**src/sv/tgt_pkg.sv**
```systemverilog
package tgt_pkg;

  localparam int ScreenWidth  = 320;
  localparam int ScreenHeight = 240;
  localparam int PressureMin  = 400;
  localparam int TapMinMs     = 50;
  localparam int SampleGapMs  = 12;
  localparam int MissLimit    = 3;

  localparam int CfgIdxW = 3;
  localparam int CfgDataW = 16;
  localparam int InDataW = 72;
  localparam int OutDataW = 80;
  localparam int DivW = 29;
  localparam int DivCntW = 5;

  typedef enum logic [CfgIdxW-1:0] {
    REG_SWAP_AXES  = 3'd0,
    REG_RAW_X_LOW  = 3'd1,
    REG_RAW_X_HIGH = 3'd2,
    REG_RAW_Y_LOW  = 3'd3,
    REG_RAW_Y_HIGH = 3'd4,
    REG_FLIP_180   = 3'd5,
    REG_LONG_MS    = 3'd6,
    REG_DRAG_THR   = 3'd7
  } reg_idx_e;

  typedef enum logic [2:0] {
    ST_IDLE,
    ST_DIV_X,
    ST_DIV_Y,
    ST_UPDATE,
    ST_OUT
  } state_e;

  typedef struct packed {
    logic load;
    logic div_start_x;
    logic div_start_y;
    logic update;
  } cmd_t;

  typedef struct packed {
    logic need_div;
    logic div_busy;
  } stat_t;

endpackage

```
**src/sv/tgt_ctrl.sv**
```systemverilog
module tgt_ctrl (
  input  logic          clk_i,
  input  logic          rst_ni,
  input  logic          s_tvalid_i,
  output logic          s_tready_o,
  output logic          m_tvalid_o,
  input  logic          m_tready_i,
  input  tgt_pkg::stat_t stat_i,
  output tgt_pkg::cmd_t cmd_o
);
  import tgt_pkg::*;

  state_e state_q, state_d;

  always_ff @(posedge clk_i or negedge rst_ni) begin
    if (!rst_ni) begin
      state_q <= ST_IDLE;
    end else begin
      state_q <= state_d;
    end
  end

  always_comb begin
    state_d = state_q;
    cmd_o = '0;
    s_tready_o = 1'b0;
    m_tvalid_o = 1'b0;
    case (state_q)
      ST_IDLE: begin
        s_tready_o = 1'b1;
        if (s_tvalid_i) begin
          cmd_o.load = 1'b1;
          state_d = ST_DIV_X;
        end
      end
      ST_DIV_X: begin
        if (stat_i.need_div) begin
          cmd_o.div_start_x = 1'b1;
          state_d = ST_DIV_Y;
        end else begin
          state_d = ST_UPDATE;
        end
      end
      ST_DIV_Y: begin
        if (!stat_i.div_busy) begin
          cmd_o.div_start_y = 1'b1;
          state_d = ST_UPDATE;
        end
      end
      ST_UPDATE: begin
        if (!stat_i.div_busy) begin
          cmd_o.update = 1'b1;
          state_d = ST_OUT;
        end
      end
      ST_OUT: begin
        m_tvalid_o = 1'b1;
        if (m_tready_i) begin
          state_d = ST_IDLE;
        end
      end
      default: state_d = ST_IDLE;
    endcase
  end

  assert property (@(posedge clk_i) disable iff (!rst_ni)
    cmd_o.load |=> state_q == ST_DIV_X)
    else $error("load did not start item");
  assert property (@(posedge clk_i) disable iff (!rst_ni)
    !(s_tready_o && m_tvalid_o))
    else $error("accept while result pending");
  assert property (@(posedge clk_i) disable iff (!rst_ni)
    cmd_o.update |-> !stat_i.div_busy)
    else $error("update during divide");

endmodule

```
**src/sv/tgt_div.sv**
```systemverilog
module tgt_div (
  input  logic                    clk_i,
  input  logic                    rst_ni,
  input  logic                    start_i,
  input  logic [tgt_pkg::DivW-1:0] num_i,
  input  logic [tgt_pkg::DivW-1:0] den_i,
  output logic                    busy_o,
  output logic [tgt_pkg::DivW-1:0] quo_o
);
  import tgt_pkg::*;

  logic [DivW-1:0] quo_q, quo_d, rem_q, rem_d, den_q;
  logic [DivCntW-1:0] cnt_q, cnt_d;
  logic busy_q, busy_d;
  logic [DivW:0] trial;

  always_comb begin
    quo_d = quo_q;
    rem_d = rem_q;
    cnt_d = cnt_q;
    busy_d = busy_q;
    trial = '0;
    if (start_i) begin
      quo_d = num_i;
      rem_d = '0;
      cnt_d = DivCntW'(DivW - 1);
      busy_d = 1'b1;
    end else if (busy_q) begin
      trial = {rem_q, quo_q[DivW-1]} - {1'b0, den_q};
      if (!trial[DivW]) begin
        rem_d = trial[DivW-1:0];
        quo_d = {quo_q[DivW-2:0], 1'b1};
      end else begin
        rem_d = {rem_q[DivW-2:0], quo_q[DivW-1]};
        quo_d = {quo_q[DivW-2:0], 1'b0};
      end
      if (cnt_q == '0) begin
        busy_d = 1'b0;
      end
      cnt_d = cnt_q - 1'b1;
    end
  end

  always_ff @(posedge clk_i or negedge rst_ni) begin
    if (!rst_ni) begin
      busy_q <= 1'b0;
      cnt_q <= '0;
    end else begin
      busy_q <= busy_d;
      cnt_q <= cnt_d;
    end
  end

  always_ff @(posedge clk_i) begin
    quo_q <= quo_d;
    rem_q <= rem_d;
    if (start_i) begin
      den_q <= den_i;
    end
  end

  assign busy_o = busy_q;
  assign quo_o = quo_q;

endmodule

```
**src/sv/tgt_dp.sv**
```systemverilog
module tgt_dp (
  input  logic                        clk_i,
  input  logic                        rst_ni,
  input  logic                        cfg_valid_i,
  input  logic [tgt_pkg::CfgIdxW-1:0]  cfg_index_i,
  input  logic [tgt_pkg::CfgDataW-1:0] cfg_data_i,
  input  logic [tgt_pkg::InDataW-1:0]  in_data_i,
  input  tgt_pkg::cmd_t               cmd_i,
  output tgt_pkg::stat_t              stat_o,
  output logic [tgt_pkg::OutDataW-1:0] out_data_o
);
  import tgt_pkg::*;

  logic swap_q, flip_q;
  logic signed [15:0] xlo_q, xhi_q, ylo_q, yhi_q;
  logic [15:0] lpms_q;
  logic [9:0] thr_q;

  always_ff @(posedge clk_i or negedge rst_ni) begin
    if (!rst_ni) begin
      swap_q <= 1'b0;
      xlo_q <= 16'sd200;
      xhi_q <= 16'sd3900;
      ylo_q <= 16'sd240;
      yhi_q <= 16'sd3800;
      flip_q <= 1'b0;
      lpms_q <= 16'd600;
      thr_q <= 10'd12;
    end else if (cfg_valid_i) begin
      case (reg_idx_e'(cfg_index_i))
        REG_SWAP_AXES:  swap_q <= cfg_data_i[0];
        REG_RAW_X_LOW:  xlo_q <= cfg_data_i;
        REG_RAW_X_HIGH: xhi_q <= cfg_data_i;
        REG_RAW_Y_LOW:  ylo_q <= cfg_data_i;
        REG_RAW_Y_HIGH: yhi_q <= cfg_data_i;
        REG_FLIP_180:   flip_q <= cfg_data_i[0];
        REG_LONG_MS:    lpms_q <= cfg_data_i;
        REG_DRAG_THR:   thr_q <= cfg_data_i[9:0];
        default: ;
      endcase
    end
  end

  // latched poll
  logic [31:0] now_q;
  logic [11:0] rx_q, ry_q, rz_q;
  always_ff @(posedge clk_i) begin
    if (cmd_i.load) begin
      now_q <= in_data_i[31:0];
      rx_q <= in_data_i[43:32];
      ry_q <= in_data_i[55:44];
      rz_q <= in_data_i[67:56];
    end
  end

  // tracker state
  logic down_q, drag_q, ldone_q;
  logic signed [9:0] scol_q, lcol_q;
  logic signed [8:0] srow_q, lrow_q;
  logic [31:0] ptime_q, stime_q, atime_q;
  logic [1:0] miss_q;
  logic o_dn_q, o_dr_q, o_pr_q, o_rel_q, o_tap_q, o_lp_q;

  logic [31:0] dt_press, dt_samp;
  logic lp_pre, gap, touching;
  assign dt_press = now_q - ptime_q;
  assign dt_samp = now_q - stime_q;
  assign lp_pre = down_q && !ldone_q && !drag_q && (dt_press > {16'd0, lpms_q});
  assign gap = dt_samp < 32'(SampleGapMs);
  assign touching = rz_q >= 12'(PressureMin);
  assign stat_o.need_div = !lp_pre && !gap && touching;

  // divider operands: |raw - lo| * (span-1) over |hi - lo|
  logic signed [17:0] nx, ny, dx_den, dy_den;
  logic signed [12:0] ax, ay;
  assign ax = swap_q ? $signed({1'b0, ry_q}) : $signed({1'b0, rx_q});
  assign ay = swap_q ? $signed({1'b0, rx_q}) : $signed({1'b0, ry_q});
  assign nx = 18'(ax) - 18'(xlo_q);
  assign ny = 18'(ay) - 18'(ylo_q);
  assign dx_den = 18'(xhi_q) - 18'(xlo_q);
  assign dy_den = 18'(yhi_q) - 18'(ylo_q);

  logic neg_x, neg_y;
  assign neg_x = nx[17] ^ dx_den[17];
  assign neg_y = ny[17] ^ dy_den[17];

  logic [17:0] nxa, nya, dxa, dya;
  assign nxa = nx[17] ? 18'(-nx) : 18'(nx);
  assign nya = ny[17] ? 18'(-ny) : 18'(ny);
  assign dxa = dx_den[17] ? 18'(-dx_den) : 18'(dx_den);
  assign dya = dy_den[17] ? 18'(-dy_den) : 18'(dy_den);

  logic [DivW-1:0] num_x, num_y, div_num, div_den, quo;
  assign num_x = DivW'(nxa) * DivW'(ScreenWidth - 1);
  assign num_y = DivW'(nya) * DivW'(ScreenHeight - 1);
  assign div_num = cmd_i.div_start_x ? num_x : num_y;
  assign div_den = cmd_i.div_start_x ? DivW'(dxa) : DivW'(dya);

  tgt_div u_div (
    .clk_i  (clk_i),
    .rst_ni (rst_ni),
    .start_i(cmd_i.div_start_x | cmd_i.div_start_y),
    .num_i  (div_num),
    .den_i  (div_den),
    .busy_o (stat_o.div_busy),
    .quo_o  (quo)
  );

  logic [DivW-1:0] qx_q;
  logic div_y_pend_q;
  always_ff @(posedge clk_i or negedge rst_ni) begin
    if (!rst_ni) begin
      div_y_pend_q <= 1'b0;
    end else if (cmd_i.div_start_y) begin
      div_y_pend_q <= 1'b1;
    end else if (cmd_i.load) begin
      div_y_pend_q <= 1'b0;
    end
  end
  always_ff @(posedge clk_i) begin
    if (cmd_i.div_start_y) begin
      qx_q <= quo;
    end
  end

  // clamp: negative quotient or zero span -> 0, above span-1 -> span-1; then optional flip
  logic signed [10:0] sx, sy;
  always_comb begin
    if (dxa == '0 || neg_x) begin
      sx = '0;
    end else if (qx_q > DivW'(ScreenWidth - 1)) begin
      sx = 11'(ScreenWidth - 1);
    end else begin
      sx = 11'(qx_q);
    end
    if (dya == '0 || neg_y) begin
      sy = '0;
    end else if (quo > DivW'(ScreenHeight - 1)) begin
      sy = 11'(ScreenHeight - 1);
    end else begin
      sy = 11'(quo);
    end
    if (flip_q) begin
      sx = 11'(ScreenWidth - 1) - sx;
      sy = 11'(ScreenHeight - 1) - sy;
    end
  end

  logic signed [11:0] ddx, ddy;
  logic [11:0] adx, ady;
  assign ddx = 12'(sx) - 12'(scol_q);
  assign ddy = 12'(sy) - 12'(srow_q);
  assign adx = ddx[11] ? 12'(-ddx) : 12'(ddx);
  assign ady = ddy[11] ? 12'(-ddy) : 12'(ddy);

  logic drag_new;
  assign drag_new = drag_q || adx > {2'b0, thr_q} || ady > {2'b0, thr_q};

  logic [1:0] miss_inc;
  assign miss_inc = miss_q + 2'd1;

  always_ff @(posedge clk_i or negedge rst_ni) begin
    if (!rst_ni) begin
      down_q <= 1'b0;
      drag_q <= 1'b0;
      ldone_q <= 1'b0;
      scol_q <= '1;
      srow_q <= '1;
      lcol_q <= '1;
      lrow_q <= '1;
      ptime_q <= '0;
      stime_q <= '0;
      atime_q <= '0;
      miss_q <= '0;
      {o_dn_q, o_dr_q, o_pr_q, o_rel_q, o_tap_q, o_lp_q} <= '0;
    end else if (cmd_i.update) begin
      {o_dn_q, o_dr_q, o_pr_q, o_rel_q, o_tap_q, o_lp_q} <=
        {down_q, drag_q, 4'b0};
      if (lp_pre) begin
        ldone_q <= 1'b1;
        {o_dn_q, o_dr_q, o_lp_q} <= 3'b101;
      end else if (!gap) begin
        stime_q <= now_q;
        if (touching) begin
          miss_q <= '0;
          lcol_q <= 10'(sx);
          lrow_q <= 9'(sy);
          atime_q <= now_q;
          if (!down_q) begin
            down_q <= 1'b1;
            drag_q <= 1'b0;
            ldone_q <= 1'b0;
            ptime_q <= now_q;
            scol_q <= 10'(sx);
            srow_q <= 9'(sy);
            {o_dn_q, o_dr_q, o_pr_q} <= 3'b101;
          end else begin
            drag_q <= drag_new;
            o_dn_q <= 1'b1;
            o_dr_q <= drag_new;
            if (!ldone_q && !drag_new && dt_press > {16'd0, lpms_q}) begin
              ldone_q <= 1'b1;
              o_lp_q <= 1'b1;
            end
          end
        end else if (down_q) begin
          if (miss_inc < 2'(MissLimit)) begin
            miss_q <= miss_inc;
          end else begin
            miss_q <= '0;
            down_q <= 1'b0;
            atime_q <= now_q;
            o_dn_q <= 1'b0;
            o_rel_q <= 1'b1;
            o_tap_q <= !drag_q && !ldone_q && dt_press >= 32'(TapMinMs);
          end
        end
      end
    end
  end

  assign out_data_o = {
    4'd0, atime_q, srow_q, scol_q, lrow_q, lcol_q,
    o_lp_q, o_tap_q, o_rel_q, o_pr_q, o_dr_q, o_dn_q
  };

  assert property (@(posedge clk_i) disable iff (!rst_ni)
    cmd_i.update && div_y_pend_q |-> !stat_o.div_busy)
    else $error("update before quotient ready");
  assert property (@(posedge clk_i) disable iff (!rst_ni)
    cmd_i.update |=> !(o_pr_q && o_rel_q))
    else $error("press and release together");
  assert property (@(posedge clk_i) disable iff (!rst_ni)
    cmd_i.update |=> !(o_tap_q && !o_rel_q))
    else $error("tap without release");

endmodule

```
**src/sv/touch_gesture_tracker_core.sv**
```systemverilog
// channel  dir  fields (low bit up)
// s_axis   in   tdata: now_ms[31:0] raw_x[43:32] raw_y[55:44] raw_z[67:56]
// m_axis   out  tdata: is_down is_dragging pressed released tap long_press
//                pos_x pos_y origin_x origin_y activity_ms
// cfg      in   index 0..7, data 16 bits
// A poll with a touching sample to map runs two 29-step passes of the shared
// restoring divider, X then Y, before its result is formed; any other poll
// skips the divider.
// Reset brings the config registers to their defaults and the tracker to idle.
// A result waits in its register until taken; no poll is accepted meanwhile,
// so a low m_tready_i holds off the next poll.
module touch_gesture_tracker_core (
  input  logic                         clk_i,
  input  logic                         rst_ni,
  input  logic                         s_tvalid_i,
  output logic                         s_tready_o,
  input  logic [tgt_pkg::InDataW-1:0]  s_tdata_i,  // now_ms raw_x raw_y raw_z
  output logic                         m_tvalid_o,
  input  logic                         m_tready_i,
  output logic [tgt_pkg::OutDataW-1:0] m_tdata_o,  // is_down is_dragging pressed
                                                   // released tap long_press
                                                   // pos_x pos_y origin_x
                                                   // origin_y activity_ms
  input  logic                         cfg_valid_i,
  output logic                         cfg_ready_o,
  input  logic [tgt_pkg::CfgIdxW-1:0]  cfg_index_i,
  input  logic [tgt_pkg::CfgDataW-1:0] cfg_data_i
);
  import tgt_pkg::*;

  cmd_t cmd;
  stat_t stat;

  assign cfg_ready_o = 1'b1;

  tgt_ctrl u_ctrl (
    .clk_i     (clk_i),
    .rst_ni    (rst_ni),
    .s_tvalid_i(s_tvalid_i),
    .s_tready_o(s_tready_o),
    .m_tvalid_o(m_tvalid_o),
    .m_tready_i(m_tready_i),
    .stat_i    (stat),
    .cmd_o     (cmd)
  );

  tgt_dp u_dp (
    .clk_i      (clk_i),
    .rst_ni     (rst_ni),
    .cfg_valid_i(cfg_valid_i),
    .cfg_index_i(cfg_index_i),
    .cfg_data_i (cfg_data_i),
    .in_data_i  (s_tdata_i),
    .cmd_i      (cmd),
    .stat_o     (stat),
    .out_data_o (m_tdata_o)
  );

endmodule
```
**config.mk**
```make
export PLATFORM = sky130hd
export DESIGN_NAME = touch_gesture_tracker_core
export DESIGN_NICKNAME = d
export VERILOG_FILES = /design/src/sv/tgt_pkg.sv /design/src/sv/tgt_ctrl.sv /design/src/sv/tgt_div.sv /design/src/sv/tgt_dp.sv /design/src/sv/touch_gesture_tracker_core.sv
export SDC_FILE = /design/constraint.sdc
export NUM_CORES = 1
export LEC_CHECK = 0
export BUFFER_PORTS_ARGS = -buffer_cell sky130_fd_sc_hd__buf_2
export CORE_MARGIN = 10
export CORE_UTILIZATION = 30
export DETAILED_ROUTE_END_ITERATION = 8
export PLACE_DENSITY = 0.5
export SYNTH_ARGS = -nofsm -noshare
export SYNTH_HDL_FRONTEND = slang
export SYNTH_SLANG_ARGS = --single-unit
```
**constraint.sdc**
```tcl
create_clock -name clk_i -period 9.6 [get_ports clk_i]
set_input_delay 0.48 -clock clk_i [delete_from_list [all_inputs] [get_ports clk_i]]
set_output_delay 0.48 -clock clk_i [all_outputs]
set_load 0.05 [all_outputs]
```
==> impl_metrics.json <==
{
  "dr_total_vias": 26600,
  "netlist.area_leader.share_pct": 13.0,
  "holdWs_ns": 0.0362,
  "max_freq_ghz": 0.109,
  "cp_max_fo": 10,
  "cts_root_buf": "clkbuf_16",
  "coreArea_um2": 114000,
  "die_y_um": 359,
  "setup_viol": 0,
  "cts_sinks": 415,
  "dp_slack_ns": 0.184,
  "grt_pass1_wl_um": 152000,
  "period_share_pct": 95.2,
  "tightest_slew_ns": 1.07,
  "io_buffers": 165,
  "crit_path_top_delay_cell": "o41a_2",
  "wl_um": 96500,
  "gp_congestion": 0.856,
  "cp_data_arrival_time_ns": 9.66,
  "finClkSkew_ns": 0.0369,
  "r2r_cells": 36,
  "drcViolationCount": 0,
  "hold_viol": 0,
  "dpl.hpwl_um": 75900,
  "ys_seq_elements": 415,
  "worstReg2RegEnd": "u_dp.drag_q",
  "clkSlewWorstSetupHoldPaths_ns": 0.06,
  "synth_edf_count": 140,
  "cpPeakStageDelay_ns": 0.66,
  "synthArstFlopShare_pct": 59.3,
  "hold_path_depth": 1,
  "start_kind": "flip-flop",
  "ant_nets": 0,
  "drive_gt1_share_pct": 16.5,
  "synth-seq-area-share_pct": 31.9,
  "cts_tree": "built",
  "required_ns": 10.13,
  "reg2reg_slack_ns": 0.46,
  "holdPathEnd": "u_dp.ry_q[0]",
  "num_antenna_cells": 0,
  "grt_overflow": 0,
  "grt_start_max_net_pins": 131,
  "antenna_found_initial": 5,
  "initial_core_util_pct": 30.2,
  "wl_per_cell_um": 17.8,
  "drt_iter0_drc": 1300,
  "ys.flop_type": "dfrtp_1",
  "synth_cell_types": 105,
  "final_core_util_pct": 34.9,
  "cts_buffer_depth": 3,
  "row_count": 124,
  "ios": 179,
  "critPathCaptureType": "flip-flop",
  "slew_viol_final": 0,
  "yosysWarnings": 0,
  "synthCells": 3624,
  "placedCellCount": 5274,
  "track_usage_pct": 14.5,
  "fp.dieArea_um2": 129000,
  "postSynthAreaPerCell_um2": 9.54,
  "status": "finished clean",
  "rr_startpoint": "u_dp.ylo_q[0]",
  "insertion_delay_ns": 0.65,
  "routed_via_density": 4.90,
  "hold_path_class": "input pin to flip-flop",
  "setup_ws_ns": 0.465,
  "cp_common_cell": "ha_1",
  "synth_area_leaders": "dfrtp_1 13%, edfxtp_1 12%, ha_1 12%",
  "period_minus_slack_ns": 9.14,
  "area_delta_synth_final_pct": 15.5,
  "fp.dieW_um": 359,
  "maxSlewHeadroom_pct": 28.6,
  "nets": 4441,
  "drtPass1Iterations": 6,
  "stdcell_count": 5432,
  "drv_cap": 0,
  "numCtsBuffers": 51,
  "grt_pass1_vias": 26700,
  "path_class": "flip-flop to flip-flop",
  "hold_path_startpoint": "s_tdata_i[44]",
  "synth_area_leader_cell": "dfrtp_1",
  "synthesis.area_um2": 34600,
  "htreeDepth": 2
}
==> registers in the layout, indices dropped and copies added (netlist names), 3 cells and up <==
name,cells
u_dp.now_q,32
u_dp.rz_q,8
u_dp.ylo_q,16
u_dp.ptime_q,32
u_dp.atime_q,32
u_dp.ry_q,12
u_dp.thr_q,10
u_dp.lrow_q,9
u_dp.srow_q,9
u_dp.yhi_q,16
u_dp.xlo_q,16
u_dp.scol_q,10
u_dp.u_div.quo_o,29
u_dp.u_div.rem_q,29
u_dp.lpms_q,16
u_dp.rx_q,12
u_ctrl.state_q,3
u_dp.qx_q,29
u_dp.u_div.den_q,18
u_dp.xhi_q,16
u_dp.stime_q,32
u_dp.u_div.cnt_q,5
u_dp.lcol_q,10
==> final cells by class <==
cell class / count / area [µm²]
fillers: 11700 / 74400
multi-input cells: 2720 / 21800
repair buffers: 280 / 1860
clock buffers: 70 / 1450
clock inverters: 26 / 377
inverters: 409 / 1540
flip-flops and latches: 415 / 11000
well taps: 1512 / 1890
==> synth_stat cells, types with 13 or more instances <==
| cell | number |
|---|---|
| inv_1 | 407 |
| ha_1 | 318 |
| nand2_1 | 264 |
| nor2_1 | 252 |
| o21ai_0 | 216 |
| a21oi_1 | 199 |
| dfrtp_1 | 180 |
| mux2_2 | 177 |
| fa_1 | 150 |
| edfxtp_1 | 140 |
| xnor2_1 | 139 |
| xor2_1 | 102 |
| nor3_1 | 74 |
| dfstp_2 | 66 |
| a21o_1 | 63 |
| clkbuf_1 | 60 |
| nand3_1 | 56 |
| nand2b_1 | 45 |
| o21a_1 | 45 |
| nor2b_1 | 40 |
| a31oi_1 | 35 |
| a211oi_1 | 30 |
| dfxtp_1 | 29 |
| nand4_1 | 28 |
| nor4_1 | 28 |
| and2_1 | 27 |
| or3_1 | 26 |
| buf_2 | 21 |
| buf_4 | 20 |
| o211ai_1 | 20 |
| o31ai_1 | 20 |
| and3_1 | 19 |
| mux2_1 | 19 |
| or2_2 | 19 |
| mux2i_1 | 17 |
| or4_1 | 15 |
| nor3b_1 | 13 |
==> how the worst max path moves through the flow <==
| stage | depth (start not counted) | startpoint | endpoint |
|---|---|---|---|
| finish | 36 | u_dp.ylo_q[0] | u_dp.drag_q |
| global route | 38 | u_dp.ylo_q[0] | u_dp.drag_q |
| CTS | 35 | u_dp.xlo_q[3] | u_dp.drag_q |
| detailed placement | 35 | u_dp.ylo_q[0] | u_dp.drag_q |
| global placement | 35 | u_dp.ylo_q[0] | u_dp.drag_q |
| floorplan | 40 | u_dp.swap_q | u_dp.u_div.quo_o[24] |
==> cell families after synthesis <==
group / share of synthesized area [%]
other cells: 0.0217
xor+xnor: 6.11
mux: 6.88
fa+ha+maj: 20.2
buf+inv: 6.04
flops: 31.9
compound gates: 15.4
simple gates: 13.5
==> critical path: cells and delay by family (launching register included) <==
kind	cells	cell delay (ns)
AOI/OAI and AO/OA	11	2.67
xor gates and xnor gates	1	0.16
DFF	1	0.40
adders and majority gates	6	1.91
muxes	3	0.69
buffers and inverters	2	0.25
and+or+nand+nor	13	2.92
==> through the flow <==
stage | setup TNS, ns | instance area (µm²)
after global placement | 0 | 37300
after global routing | -0.0272 | 39900
after floorplan | 0 | 34700
final | 0 | 39900
after detailed placement | 0 | 37300
after CTS | 0 | 39700
==> cell usage in the layout (no fill, tap or decap), types with 140 or more instances in the layout <==
master / n
a21oi_1: 197
buf_2: 164
dfrtp_1: 179
edfxtp_1: 140
fa_1: 149
ha_1: 317
inv_1: 407
mux2_2: 177
nand2_1: 264
nor2_1: 251
o21ai_0: 213
==> routing by layer <==
| metal | share of wire (%) | vias to the layer above | GRT usage, % | wire, µm |
|---|---|---|---|---|
| met4 | 1.7 | 2 | 2.89 | 1660 |
| li1 | - | 13200 | - | - |
| met5 | 0.013 | - | 0 | 13 |
| met2 | 46 | 377 | 24.2 | 44600 |
| met3 | 3.6 | 98 | 2.01 | 3500 |
| met1 | 48 | 12900 | 19.9 | 46700 |
==> timing repair <==
action / 4_1_cts / 5_1_grt
resized for setup: 0 / 42
hold buffers: 57 / 0
setup endpoints to repair: 0 / 9
buffers inserted: 0 / 5
hold endpoints to repair: 97 / 0
Power is not shown: default switching activity piles up to over one toggle a cycle in this logic, so the estimate is an artifact.
